==> config.mk <==
export PLATFORM = sky130hd
export DESIGN_NAME = prefix_expression_stack_evaluator
export DESIGN_NICKNAME = d
export VERILOG_FILES = /design/src/pese_pkg.sv /design/src/pese_divider.sv /design/src/prefix_expression_stack_evaluator.sv
export VERILOG_INCLUDE_DIRS = /design/src /design/src/src
export SDC_FILE = /design/constraint.sdc
export NUM_CORES = 2
export LEC_CHECK = 0
export BUFFER_PORTS_ARGS = -buffer_cell sky130_fd_sc_hd__buf_2
export CAP_MARGIN = 20
export CORE_MARGIN = 3
export CORE_UTILIZATION = 60
export DETAILED_ROUTE_END_ITERATION = 12
export GPL_TIMING_DRIVEN = 0
export HOLD_SLACK_MARGIN = 0.06
export MAX_ROUTING_LAYER = met4
export PLACE_DENSITY = 0.82
export SYNTH_ARGS = -nofsm -noshare
export SYNTH_HDL_FRONTEND = slang
export SYNTH_SLANG_ARGS = --single-unit
==> constraint.sdc <==
create_clock -name clock -period 10.9 [get_ports clock]
set_input_delay 0.545 -clock clock [delete_from_list [all_inputs] [get_ports clock]]
set_output_delay 0.545 -clock clock [all_outputs]
set_load 0.05 [all_outputs]
==> src/prefix_expression_stack_evaluator_defines.svh <==
// Assertion macros shared by the prefix expression stack evaluator RTL.
// Depends on nothing; included by the files that carry assertions.
`ifndef PREFIX_EXPRESSION_STACK_EVALUATOR_DEFINES_SVH
`define PREFIX_EXPRESSION_STACK_EVALUATOR_DEFINES_SVH

// Same-cycle implication, checked on every rising edge outside reset.
`define PESE_ASSERT_IMP(label, clk, rst, ante, cons) \
   label: assert property (@(posedge clk) disable iff (rst) (ante) |-> (cons)) \
      else $error("pese: same-cycle check failed");

// Next-cycle implication, checked on every rising edge outside reset.
`define PESE_ASSERT_NXT(label, clk, rst, ante, cons) \
   label: assert property (@(posedge clk) disable iff (rst) (ante) |=> (cons)) \
      else $error("pese: next-cycle check failed");

`endif

==> src/pese_pkg.sv <==
// Package for the prefix expression stack evaluator: widths, opcodes, status
// codes, sequencer states, divider interface types and saturation helper.
// Depends on nothing.
package pese_pkg;

   localparam int STACK_DEPTH_DEFAULT = 16;
   localparam int QW        = 32;   // Q16.16 word width
   localparam int FRAC_BITS = 16;
   localparam int OPW       = 3;
   localparam int RESW      = 16;
   localparam int STW       = 3;
   localparam int DIV_STEPS = 32;

   localparam logic [OPW-1:0] OP_PUSH = 3'd0;
   localparam logic [OPW-1:0] OP_ADD  = 3'd1;
   localparam logic [OPW-1:0] OP_SUB  = 3'd2;
   localparam logic [OPW-1:0] OP_MUL  = 3'd3;
   localparam logic [OPW-1:0] OP_DIV  = 3'd4;

   typedef enum logic [STW-1:0] {
      ST_OK        = 3'd0,
      ST_UNDERFLOW = 3'd1,
      ST_OVERFLOW  = 3'd2,
      ST_DIVZERO   = 3'd3,
      ST_EMPTY     = 3'd4
   } status_type;

   typedef enum logic [2:0] {
      S_IDLE,
      S_RD_A,
      S_RD_B,
      S_EXEC,
      S_MUL,
      S_DIV,
      S_WRITE,
      S_END
   } state_type;

   typedef struct packed {
      logic          start;
      logic [QW-1:0] num_mag;
      logic [QW-1:0] den_mag;
   } div_req_type;

   typedef struct packed {
      logic          busy;
      logic          done;
      logic          ovf;
      logic [QW-1:0] quot;
   } div_rsp_type;

   // Clamp a wide signed value to the Q16.16 range.
   function automatic logic [QW-1:0] sat_q(input logic signed [63:0] v);
      logic [QW-1:0] r;
      if (v > 64'sh0000_0000_7FFF_FFFF) begin
         r = 32'h7FFF_FFFF;
      end else if (v < -64'sh0000_0000_8000_0000) begin
         r = 32'h8000_0000;
      end else begin
         r = v[QW-1:0];
      end
      return r;
   endfunction

endpackage

==> src/pese_divider.sv <==
// Iterative unsigned divider for the Q16.16 quotient (num * 2^16) / den,
// one quotient bit per cycle with an early check for quotients of 2^32 and up.
// Depends on pese_pkg.
module pese_divider (
   input  logic                  clock,
   input  logic                  reset,
   input  pese_pkg::div_req_type div_req,
   output pese_pkg::div_rsp_type div_rsp
);
   import pese_pkg::*;

   localparam int CW = $clog2(DIV_STEPS + 1);

   logic          busy_ff, busy_in;
   logic          done_ff, done_in;
   logic          ovf_ff, ovf_in;
   logic [CW-1:0] cnt_ff, cnt_in;
   logic [QW:0]   rem_ff, rem_in;
   logic [QW-1:0] shq_ff, shq_in;
   logic [QW-1:0] den_ff, den_in;
   logic [QW:0]   rem_sh;
   logic [QW:0]   rem_diff;

   // Shift-subtract step; the numerator's low bits shift out as quotient bits shift in.
   always_comb begin
      busy_in  = busy_ff;
      done_in  = 1'b0;
      ovf_in   = ovf_ff;
      cnt_in   = cnt_ff;
      rem_in   = rem_ff;
      shq_in   = shq_ff;
      den_in   = den_ff;
      rem_sh   = {rem_ff[QW-1:0], shq_ff[QW-1]};
      rem_diff = rem_sh - {1'b0, den_ff};
      if (div_req.start) begin
         den_in = div_req.den_mag;
         // The quotient reaches 2^32 exactly when the upper numerator half is not below den.
         if ({{(QW-FRAC_BITS){1'b0}}, div_req.num_mag[QW-1:FRAC_BITS]} >= div_req.den_mag) begin
            ovf_in  = 1'b1;
            done_in = 1'b1;
            busy_in = 1'b0;
         end else begin
            ovf_in  = 1'b0;
            busy_in = 1'b1;
            cnt_in  = CW'(DIV_STEPS);
            rem_in  = {{(QW+1-FRAC_BITS){1'b0}}, div_req.num_mag[QW-1:FRAC_BITS]};
            shq_in  = {div_req.num_mag[FRAC_BITS-1:0], {FRAC_BITS{1'b0}}};
         end
      end else if (busy_ff) begin
         if (!rem_diff[QW]) begin
            rem_in = rem_diff;
            shq_in = {shq_ff[QW-2:0], 1'b1};
         end else begin
            rem_in = rem_sh;
            shq_in = {shq_ff[QW-2:0], 1'b0};
         end
         cnt_in = cnt_ff - CW'(1);
         if (cnt_ff == CW'(1)) begin
            busy_in = 1'b0;
            done_in = 1'b1;
         end
      end
   end

   // Control registers.
   always_ff @(posedge clock) begin
      if (reset) begin
         busy_ff <= 1'b0;
         done_ff <= 1'b0;
         cnt_ff  <= '0;
      end else begin
         busy_ff <= busy_in;
         done_ff <= done_in;
         cnt_ff  <= cnt_in;
      end
   end

   // Datapath registers.
   always_ff @(posedge clock) begin
      ovf_ff <= ovf_in;
      rem_ff <= rem_in;
      shq_ff <= shq_in;
      den_ff <= den_in;
   end

   assign div_rsp.busy = busy_ff;
   assign div_rsp.done = done_ff;
   assign div_rsp.ovf  = ovf_ff;
   assign div_rsp.quot = shq_ff;

endmodule

==> src/prefix_expression_stack_evaluator.sv <==
// Top level of the prefix expression stack evaluator: token sequencer, operand
// stack memory, saturating arithmetic and result register.
// Depends on pese_pkg, pese_divider and prefix_expression_stack_evaluator_defines.svh.
//
//   Channel  Ports     Moves                              Accepted when
//   input    req_*     one token (opcode, operand, last)  req_tvalid & req_tready
//   result   rsp_*     result integer and status          rsp_tvalid & rsp_tready
//
// A push or an ignored opcode is taken in S_IDLE; an operator passes S_RD_A, S_RD_B,
// S_EXEC, S_MUL or S_DIV (which waits for the one-bit-per-cycle divider) and S_WRITE;
// the last token loads the result in S_END. Operators read the stack memory through
// its single registered read port. reset clears the count, the error and the
// sequencer at once; there is no clearing pass. A stalled result holds in its
// register while tokens still flow; only a second last token waits for it.
`include "prefix_expression_stack_evaluator_defines.svh"

module prefix_expression_stack_evaluator #(
   parameter int STACK_DEPTH = pese_pkg::STACK_DEPTH_DEFAULT
) (
   input  logic                       clock,
   input  logic                       reset,
   input  logic                       req_tvalid,
   output logic                       req_tready,
   input  logic [pese_pkg::QW-1:0]    req_tdata,   // [31:0] operand_value
   input  logic [pese_pkg::OPW-1:0]   req_tuser,   // [2:0] opcode
   input  logic                       req_tlast,   // last_token
   output logic                       rsp_tvalid,
   input  logic                       rsp_tready,
   output logic [pese_pkg::RESW-1:0]  rsp_tdata,   // [15:0] result_integer
   output logic [pese_pkg::STW-1:0]   rsp_tuser    // [2:0] status
);
   import pese_pkg::*;

   localparam int AW = $clog2(STACK_DEPTH);
   localparam int CW = $clog2(STACK_DEPTH + 1);

   state_type        state_ff, state_in;
   logic [CW-1:0]    count_ff, count_in;
   status_type       err_ff, err_in;
   logic [QW-1:0]    bottom_ff, bottom_in;
   logic [QW-1:0]    res_ff, res_in;
   logic             rsp_valid_ff, rsp_valid_in;
   logic [RESW-1:0]  rsp_data_ff, rsp_data_in;
   status_type       rsp_status_ff, rsp_status_in;
   logic [OPW-1:0]   op_ff;
   logic             last_ff;
   logic [QW-1:0]    a_ff, b_ff;
   logic signed [63:0] prod_ff;

   logic [QW-1:0]    stack_mem [STACK_DEPTH];
   logic [QW-1:0]    rd_data_ff;
   logic             mem_we;
   logic [AW-1:0]    mem_waddr, mem_raddr;
   logic [QW-1:0]    mem_wdata;

   logic             req_accept;
   logic             req_is_oper;
   logic             rsp_free;
   logic [CW-1:0]    cnt_m1, cnt_m2;
   logic [QW:0]      sum_ext, dif_ext;
   logic [QW-1:0]    add_sat, sub_sat;
   logic signed [63:0] prod_adj;
   logic signed [63:0] prod_scaled;
   logic [QW-1:0]    mul_sat;
   logic             div_neg;
   logic signed [63:0] div_signed;
   logic [QW-1:0]    div_sat;
   logic [RESW-1:0]  bottom_int;
   div_req_type      div_req;
   div_rsp_type      div_rsp;

   assign req_accept  = req_tvalid & req_tready;
   assign req_is_oper = (req_tuser >= OP_ADD) && (req_tuser <= OP_DIV);
   assign rsp_free    = !rsp_valid_ff || rsp_tready;
   assign cnt_m1      = count_ff - CW'(1);
   assign cnt_m2      = count_ff - CW'(2);

   // Saturating add and subtract on sign-extended operands.
   assign sum_ext = {a_ff[QW-1], a_ff} + {b_ff[QW-1], b_ff};
   assign dif_ext = {a_ff[QW-1], a_ff} - {b_ff[QW-1], b_ff};
   assign add_sat = (sum_ext[QW] != sum_ext[QW-1]) ?
                    (sum_ext[QW] ? 32'h8000_0000 : 32'h7FFF_FFFF) : sum_ext[QW-1:0];
   assign sub_sat = (dif_ext[QW] != dif_ext[QW-1]) ?
                    (dif_ext[QW] ? 32'h8000_0000 : 32'h7FFF_FFFF) : dif_ext[QW-1:0];

   // Product scaled by 2^-16 with truncation toward zero.
   assign prod_adj    = prod_ff + (prod_ff[63] ? 64'sd65535 : 64'sd0);
   assign prod_scaled = prod_adj >>> FRAC_BITS;
   assign mul_sat     = sat_q(prod_scaled);

   // Quotient sign applied to the divider's magnitude, then clamped.
   assign div_neg    = a_ff[QW-1] ^ b_ff[QW-1];
   assign div_signed = div_neg ? -$signed({32'b0, div_rsp.quot})
                               : $signed({32'b0, div_rsp.quot});
   assign div_sat    = div_rsp.ovf ? (div_neg ? 32'h8000_0000 : 32'h7FFF_FFFF)
                                   : sat_q(div_signed);

   // Bottom entry truncated toward zero to an integer.
   assign bottom_int = (bottom_ff[QW-1] && (|bottom_ff[FRAC_BITS-1:0])) ?
                       bottom_ff[QW-1:FRAC_BITS] + RESW'(1) : bottom_ff[QW-1:FRAC_BITS];

   // Divider launch in the execute step; a zero divisor never reaches it.
   assign div_req.start   = (state_ff == S_EXEC) && (op_ff == OP_DIV) && (b_ff != '0);
   assign div_req.num_mag = a_ff[QW-1] ? (~a_ff + 32'd1) : a_ff;
   assign div_req.den_mag = b_ff[QW-1] ? (~b_ff + 32'd1) : b_ff;

   pese_divider u_div (
      .clock   (clock),
      .reset   (reset),
      .div_req (div_req),
      .div_rsp (div_rsp)
   );

   // Sequencer next state.
   always_comb begin
      state_in = state_ff;
      unique case (state_ff)
         S_IDLE: begin
            if (req_accept) begin
               if (req_is_oper && (count_ff >= CW'(2))) begin
                  state_in = S_RD_A;
               end else if (req_tlast) begin
                  state_in = S_END;
               end
            end
         end
         S_RD_A:  state_in = S_RD_B;
         S_RD_B:  state_in = S_EXEC;
         S_EXEC: begin
            if (op_ff == OP_MUL) begin
               state_in = S_MUL;
            end else if (div_req.start) begin
               state_in = S_DIV;
            end else begin
               state_in = S_WRITE;
            end
         end
         S_MUL:   state_in = S_WRITE;
         S_DIV: begin
            if (div_rsp.done) begin
               state_in = S_WRITE;
            end
         end
         S_WRITE: state_in = last_ff ? S_END : S_IDLE;
         S_END: begin
            if (rsp_free) begin
               state_in = S_IDLE;
            end
         end
         default: state_in = S_IDLE;
      endcase
   end

   // Sequencer outputs: stack access, count, error, result register.
   always_comb begin
      count_in      = count_ff;
      err_in        = err_ff;
      bottom_in     = bottom_ff;
      res_in        = res_ff;
      mem_we        = 1'b0;
      mem_waddr     = count_ff[AW-1:0];
      mem_wdata     = res_ff;
      mem_raddr     = cnt_m1[AW-1:0];
      rsp_valid_in  = rsp_valid_ff && !rsp_tready;
      rsp_data_in   = rsp_data_ff;
      rsp_status_in = rsp_status_ff;
      unique case (state_ff)
         S_IDLE: begin
            if (req_accept) begin
               if (req_tuser == OP_PUSH) begin
                  if (count_ff >= CW'(STACK_DEPTH)) begin
                     err_in = (err_ff == ST_OK) ? ST_OVERFLOW : err_ff;
                  end else begin
                     mem_we    = 1'b1;
                     mem_wdata = req_tdata;
                     if (count_ff == '0) begin
                        bottom_in = req_tdata;
                     end
                     count_in = count_ff + CW'(1);
                  end
               end else if (req_is_oper && (count_ff < CW'(2))) begin
                  err_in = (err_ff == ST_OK) ? ST_UNDERFLOW : err_ff;
               end
            end
         end
         S_RD_A: begin
            mem_raddr = cnt_m2[AW-1:0];
         end
         S_RD_B: begin
            count_in = cnt_m2;
         end
         S_EXEC: begin
            if (op_ff == OP_ADD) begin
               res_in = add_sat;
            end else if (op_ff == OP_SUB) begin
               res_in = sub_sat;
            end else if ((op_ff == OP_DIV) && (b_ff == '0)) begin
               res_in = '0;
               err_in = (err_ff == ST_OK) ? ST_DIVZERO : err_ff;
            end
         end
         S_MUL: begin
            res_in = mul_sat;
         end
         S_DIV: begin
            if (div_rsp.done) begin
               res_in = div_sat;
            end
         end
         S_WRITE: begin
            mem_we = 1'b1;
            if (count_ff == '0) begin
               bottom_in = res_ff;
            end
            count_in = count_ff + CW'(1);
         end
         S_END: begin
            if (rsp_free) begin
               rsp_valid_in = 1'b1;
               if (err_ff != ST_OK) begin
                  rsp_status_in = err_ff;
                  rsp_data_in   = '0;
               end else if (count_ff == '0) begin
                  rsp_status_in = ST_EMPTY;
                  rsp_data_in   = '0;
               end else begin
                  rsp_status_in = ST_OK;
                  rsp_data_in   = bottom_int;
               end
               count_in = '0;
               err_in   = ST_OK;
            end
         end
         default: begin
         end
      endcase
   end

   // Control registers.
   always_ff @(posedge clock) begin
      if (reset) begin
         state_ff     <= S_IDLE;
         count_ff     <= '0;
         err_ff       <= ST_OK;
         rsp_valid_ff <= 1'b0;
      end else begin
         state_ff     <= state_in;
         count_ff     <= count_in;
         err_ff       <= err_in;
         rsp_valid_ff <= rsp_valid_in;
      end
   end

   // Payload registers: token, operands, product, result, bottom shadow, response.
   always_ff @(posedge clock) begin
      if (req_accept) begin
         op_ff   <= req_tuser;
         last_ff <= req_tlast;
      end
      if (state_ff == S_RD_A) begin
         a_ff <= rd_data_ff;
      end
      if (state_ff == S_RD_B) begin
         b_ff <= rd_data_ff;
      end
      if (state_ff == S_EXEC) begin
         prod_ff <= $signed(a_ff) * $signed(b_ff);
      end
      res_ff        <= res_in;
      bottom_ff     <= bottom_in;
      rsp_data_ff   <= rsp_data_in;
      rsp_status_ff <= rsp_status_in;
   end

   // Operand stack memory: one write port, one registered read port.
   // Reads and writes never address the same entry in one step, so they never collide.
   always_ff @(posedge clock) begin
      if (mem_we) begin
         stack_mem[mem_waddr] <= mem_wdata;
      end
      rd_data_ff <= stack_mem[mem_raddr];
   end

   assign req_tready = (state_ff == S_IDLE);
   assign rsp_tvalid = rsp_valid_ff;
   assign rsp_tdata  = rsp_data_ff;
   assign rsp_tuser  = rsp_status_ff;

   // Checks on the sequencer, the stack count and the divider handshake.
   `PESE_ASSERT_IMP(a_count_bound, clock, reset, 1'b1, count_ff <= CW'(STACK_DEPTH))
   `PESE_ASSERT_IMP(a_read_two, clock, reset, state_ff == S_RD_A, count_ff >= CW'(2))
   `PESE_ASSERT_IMP(a_div_done, clock, reset, div_rsp.done, state_ff == S_DIV)
   `PESE_ASSERT_IMP(a_div_idle, clock, reset, state_ff == S_EXEC, !div_rsp.busy)
   `PESE_ASSERT_NXT(a_rsp_load, clock, reset, (state_ff == S_END) && rsp_free, rsp_valid_ff && (count_ff == '0))

endmodule

==> metrics <==
crit path time final approximately 11 ns; crit end category register; Vias ~59000; Initial DRT Pass Iterations 9; post-synthesis async set-or-reset flop share 0; cell taking the most area after synthesis edfxtp_1; TritonCTS clock tree done; Yosys reg bits approximately 880; Slew headroom 0.0805; worst r2r path cells 27; first-pass GRT wire length roughly 430000 µm; Reg area between 20000 and 30000 µm²; IO buf count about 60; full die area 135000 µm²; met3 routed WL about 35000 µm; # nets final 8763; DR DRC count 0; Avg Vias per Cell between 6 and 7; core area around 130000 µm²; layout cells sized above 1 0.0703; ys flop type edfxtp_1; Post-synth top cells inv_1 (1157), fa_1 (1085), edfxtp_1 (824); DP HPWL ~230000 µm; chip width ~370 µm; Die H roughly 370 µm; endpoints failing hold 0; Yosys cell types 80; Hold Path Depth 2; Crit Path Max Fanout 10; Synth Area in Adders 0.328; Synth Area in XOR/XNOR 0.0315; H-tree depth 3; WL met1 about 110000 µm; CP startpoint kind register; Setup Viol. Count Final 0; Least-Margin Pin Slew 1.38 ns; Seq/Total Area, Yosys 0.328; total CTS buffers 90; total grt overflow 0; area growth from synthesis to layout 8.57%; GRT Total Usage 0.457; pin count of the biggest net entering global routing 65; worst hold-check path type input port to register; Syn Area/Cell roughly 11 µm²; count leader, synth inv_1; # clock sinks 875; syn_nets 8546; DP Area 82200 µm²; multiplexer area fraction after synthesis 0.0547; Mapped Area approximately 79000 µm²; CP required between 10 and 15 ns; clock-pin slew on the worst setup and hold paths ~0.070 ns; WS Path Type register to register; Max clock buf depth 3; gpl congestion ~1.1; row cnt approximately 130; MaxCap Viol Count 0; Multi-input gate area about 47000 µm²; status finished, final reports clean; number of fill cells 9806; final wirelength just under 300000 µm; Initial Util 0.606; initial DRC count between 7000 and 8000; clk root buf clkbuf_16; Top Layer Used met4; Top Ports 61; Routed wire per std cell 32.4 µm; final cycle utilization of the critical path 0.992; Layout Skew 0.0523 ns; EDFF count, synth 824; Worst Path Arrival around 11 ns; YS warnings 0; initial antenna violation count 26; Yosys top cell area share 0.315; Max Fclk just over 0.09 GHz; vias in the first global route 59473; Layout Cell Area excl Fill 85400 µm²; Pins Over Slew Limit 0; routed length on met2 around 130000 µm; cell count after synthesis about 7000; Clock Latency Late Sink roughly 0.7 ns; largest family of logic cells by synthesized area adder cells; Final ANT Viol Nets 0; post-synthesis compound-gate area fraction 0.0690; Simple-Gate Fraction of Synth Area 0.115; largest cells by area after synthesis edfxtp_1 (31%), fa_1 (28%), inv_1 (5.5%)
## logic make-up (layout without fill, tap and decap cells)
kind of cell,after synthesis,after routing
muxes,261,261
adders and majority gates,1413,1413
and+or+nand+nor,1859,1859
DFF,875,875
other,0,21
xor gates and xnor gates,283,283
buffers and inverters,1540,1830
AOI/OAI and AO/OA,862,862
## worst paths after layout
check / from / endpoint / slack [ns]
worst min register to register: rd_data_ff[27] / a_ff[27] / 0.44
worst max-delay path: b_ff[23] / prod_ff[57] / 0.08
worst min-delay path: req_tdata[7] / bottom_ff[7] / 0.18
worst max register to register: b_ff[23] / prod_ff[57] / 0.08
## per-stage QoR
stage / instances / hold WS [ns] / util / setup TNS, ns / worst slack [ns]
4_1_cts: 9114 / 0.155 / 0.656 / 0 / 0.00278
5_1_grt: 9138 / 0.169 / 0.658 / -0.0931 / -0.0442
6_report: 9146 / 0.181 / 0.658 / 0 / 0.0849
2_1_floorplan: 7093 / 0.404 / - / 0 / 2.24
3_5_place_dp: 8945 / 0.432 / 0.633 / -0.545 / -0.149
3_3_place_gp: 8894 / 0.411 / 0.625 / -9.20 / -0.596
## layout by cell type (no fill, tap or decap), types with 128 or more instances in the layout
cell type  Yosys  routed
inv_1       1157    1156
nand2_1      650     650
xnor2_1      187     187
edfxtp_1     824     824
ha_1         328     328
a21oi_1      254     252
fa_1        1085    1083
o21ai_0      193     192
nor2_1       336     315
mux4_2       128     128
clkbuf_1     336     360
and2_1       470     469
## critical path, stage by stage, from the launching register on
cell      delay [ns]
edfxtp_1        0.36
clkbuf_1        0.45
clkbuf_1        0.84
buf_1           0.78
nand2_1         0.18
fa_1            0.57
inv_1           0.05
fa_1            0.48
fa_1            0.61
fa_1            0.45
fa_1            0.52
fa_1            0.44
fa_1            0.50
inv_1           0.05
fa_1            0.65
inv_1           0.16
ha_1            0.31
clkbuf_1        0.29
a21o_1          0.19
a21oi_1         0.11
a2111o_1        0.41
a31o_2          0.25
a21oi_1         0.57
a21oi_1         0.25
nand2b_1        0.22
a21oi_1         0.48
a31oi_1         0.19
xnor2_1         0.18
## layout make-up
type / instances / share of cell area
antenna: 21 / 0.000615
buffer: 376 / 0.0167
clock buffer: 125 / 0.0291
clock inverter: 40 / 0.00574
inverter: 1164 / 0.0512
multi-input combinational: 4678 / 0.554
sequential: 875 / 0.302
tap: 1742 / 0.0255
timing repair buffer: 125 / 0.0156
## registers in the layout, indices dropped and copies added, names as in the netlist, 2 cells and up
name and flops:
prod_ff 64, b_ff 32, u_div.rem_ff 32, res_ff 32
stack_mem 512, u_div.den_ff 32, a_ff 32, rsp_tuser 3
rd_data_ff 32, u_div.cnt_ff 6, bottom_ff 32, count_ff 5
state_ff 3, u_div.shq_ff 32, rsp_tdata 16, err_ff 2
op_ff 3
## routing by layer
metal  up-vias  track usage
li1      23667            -
met1     29626        0.581
met2      4242        0.672
met3      1009        0.111
met4         0        0.268
met5         -            -
## what timing repair did
item                                   CTS  global route
hold buffers                             4             0
gates resized for setup                  3             8
setup endpoints to repair                6            10
gates cloned                             0             0
endpoints found under the hold margin    4             0
buffers inserted                         0             2
Power is not shown: default switching activity piles up to over one toggle a cycle in this logic, so the estimate is an artifact.
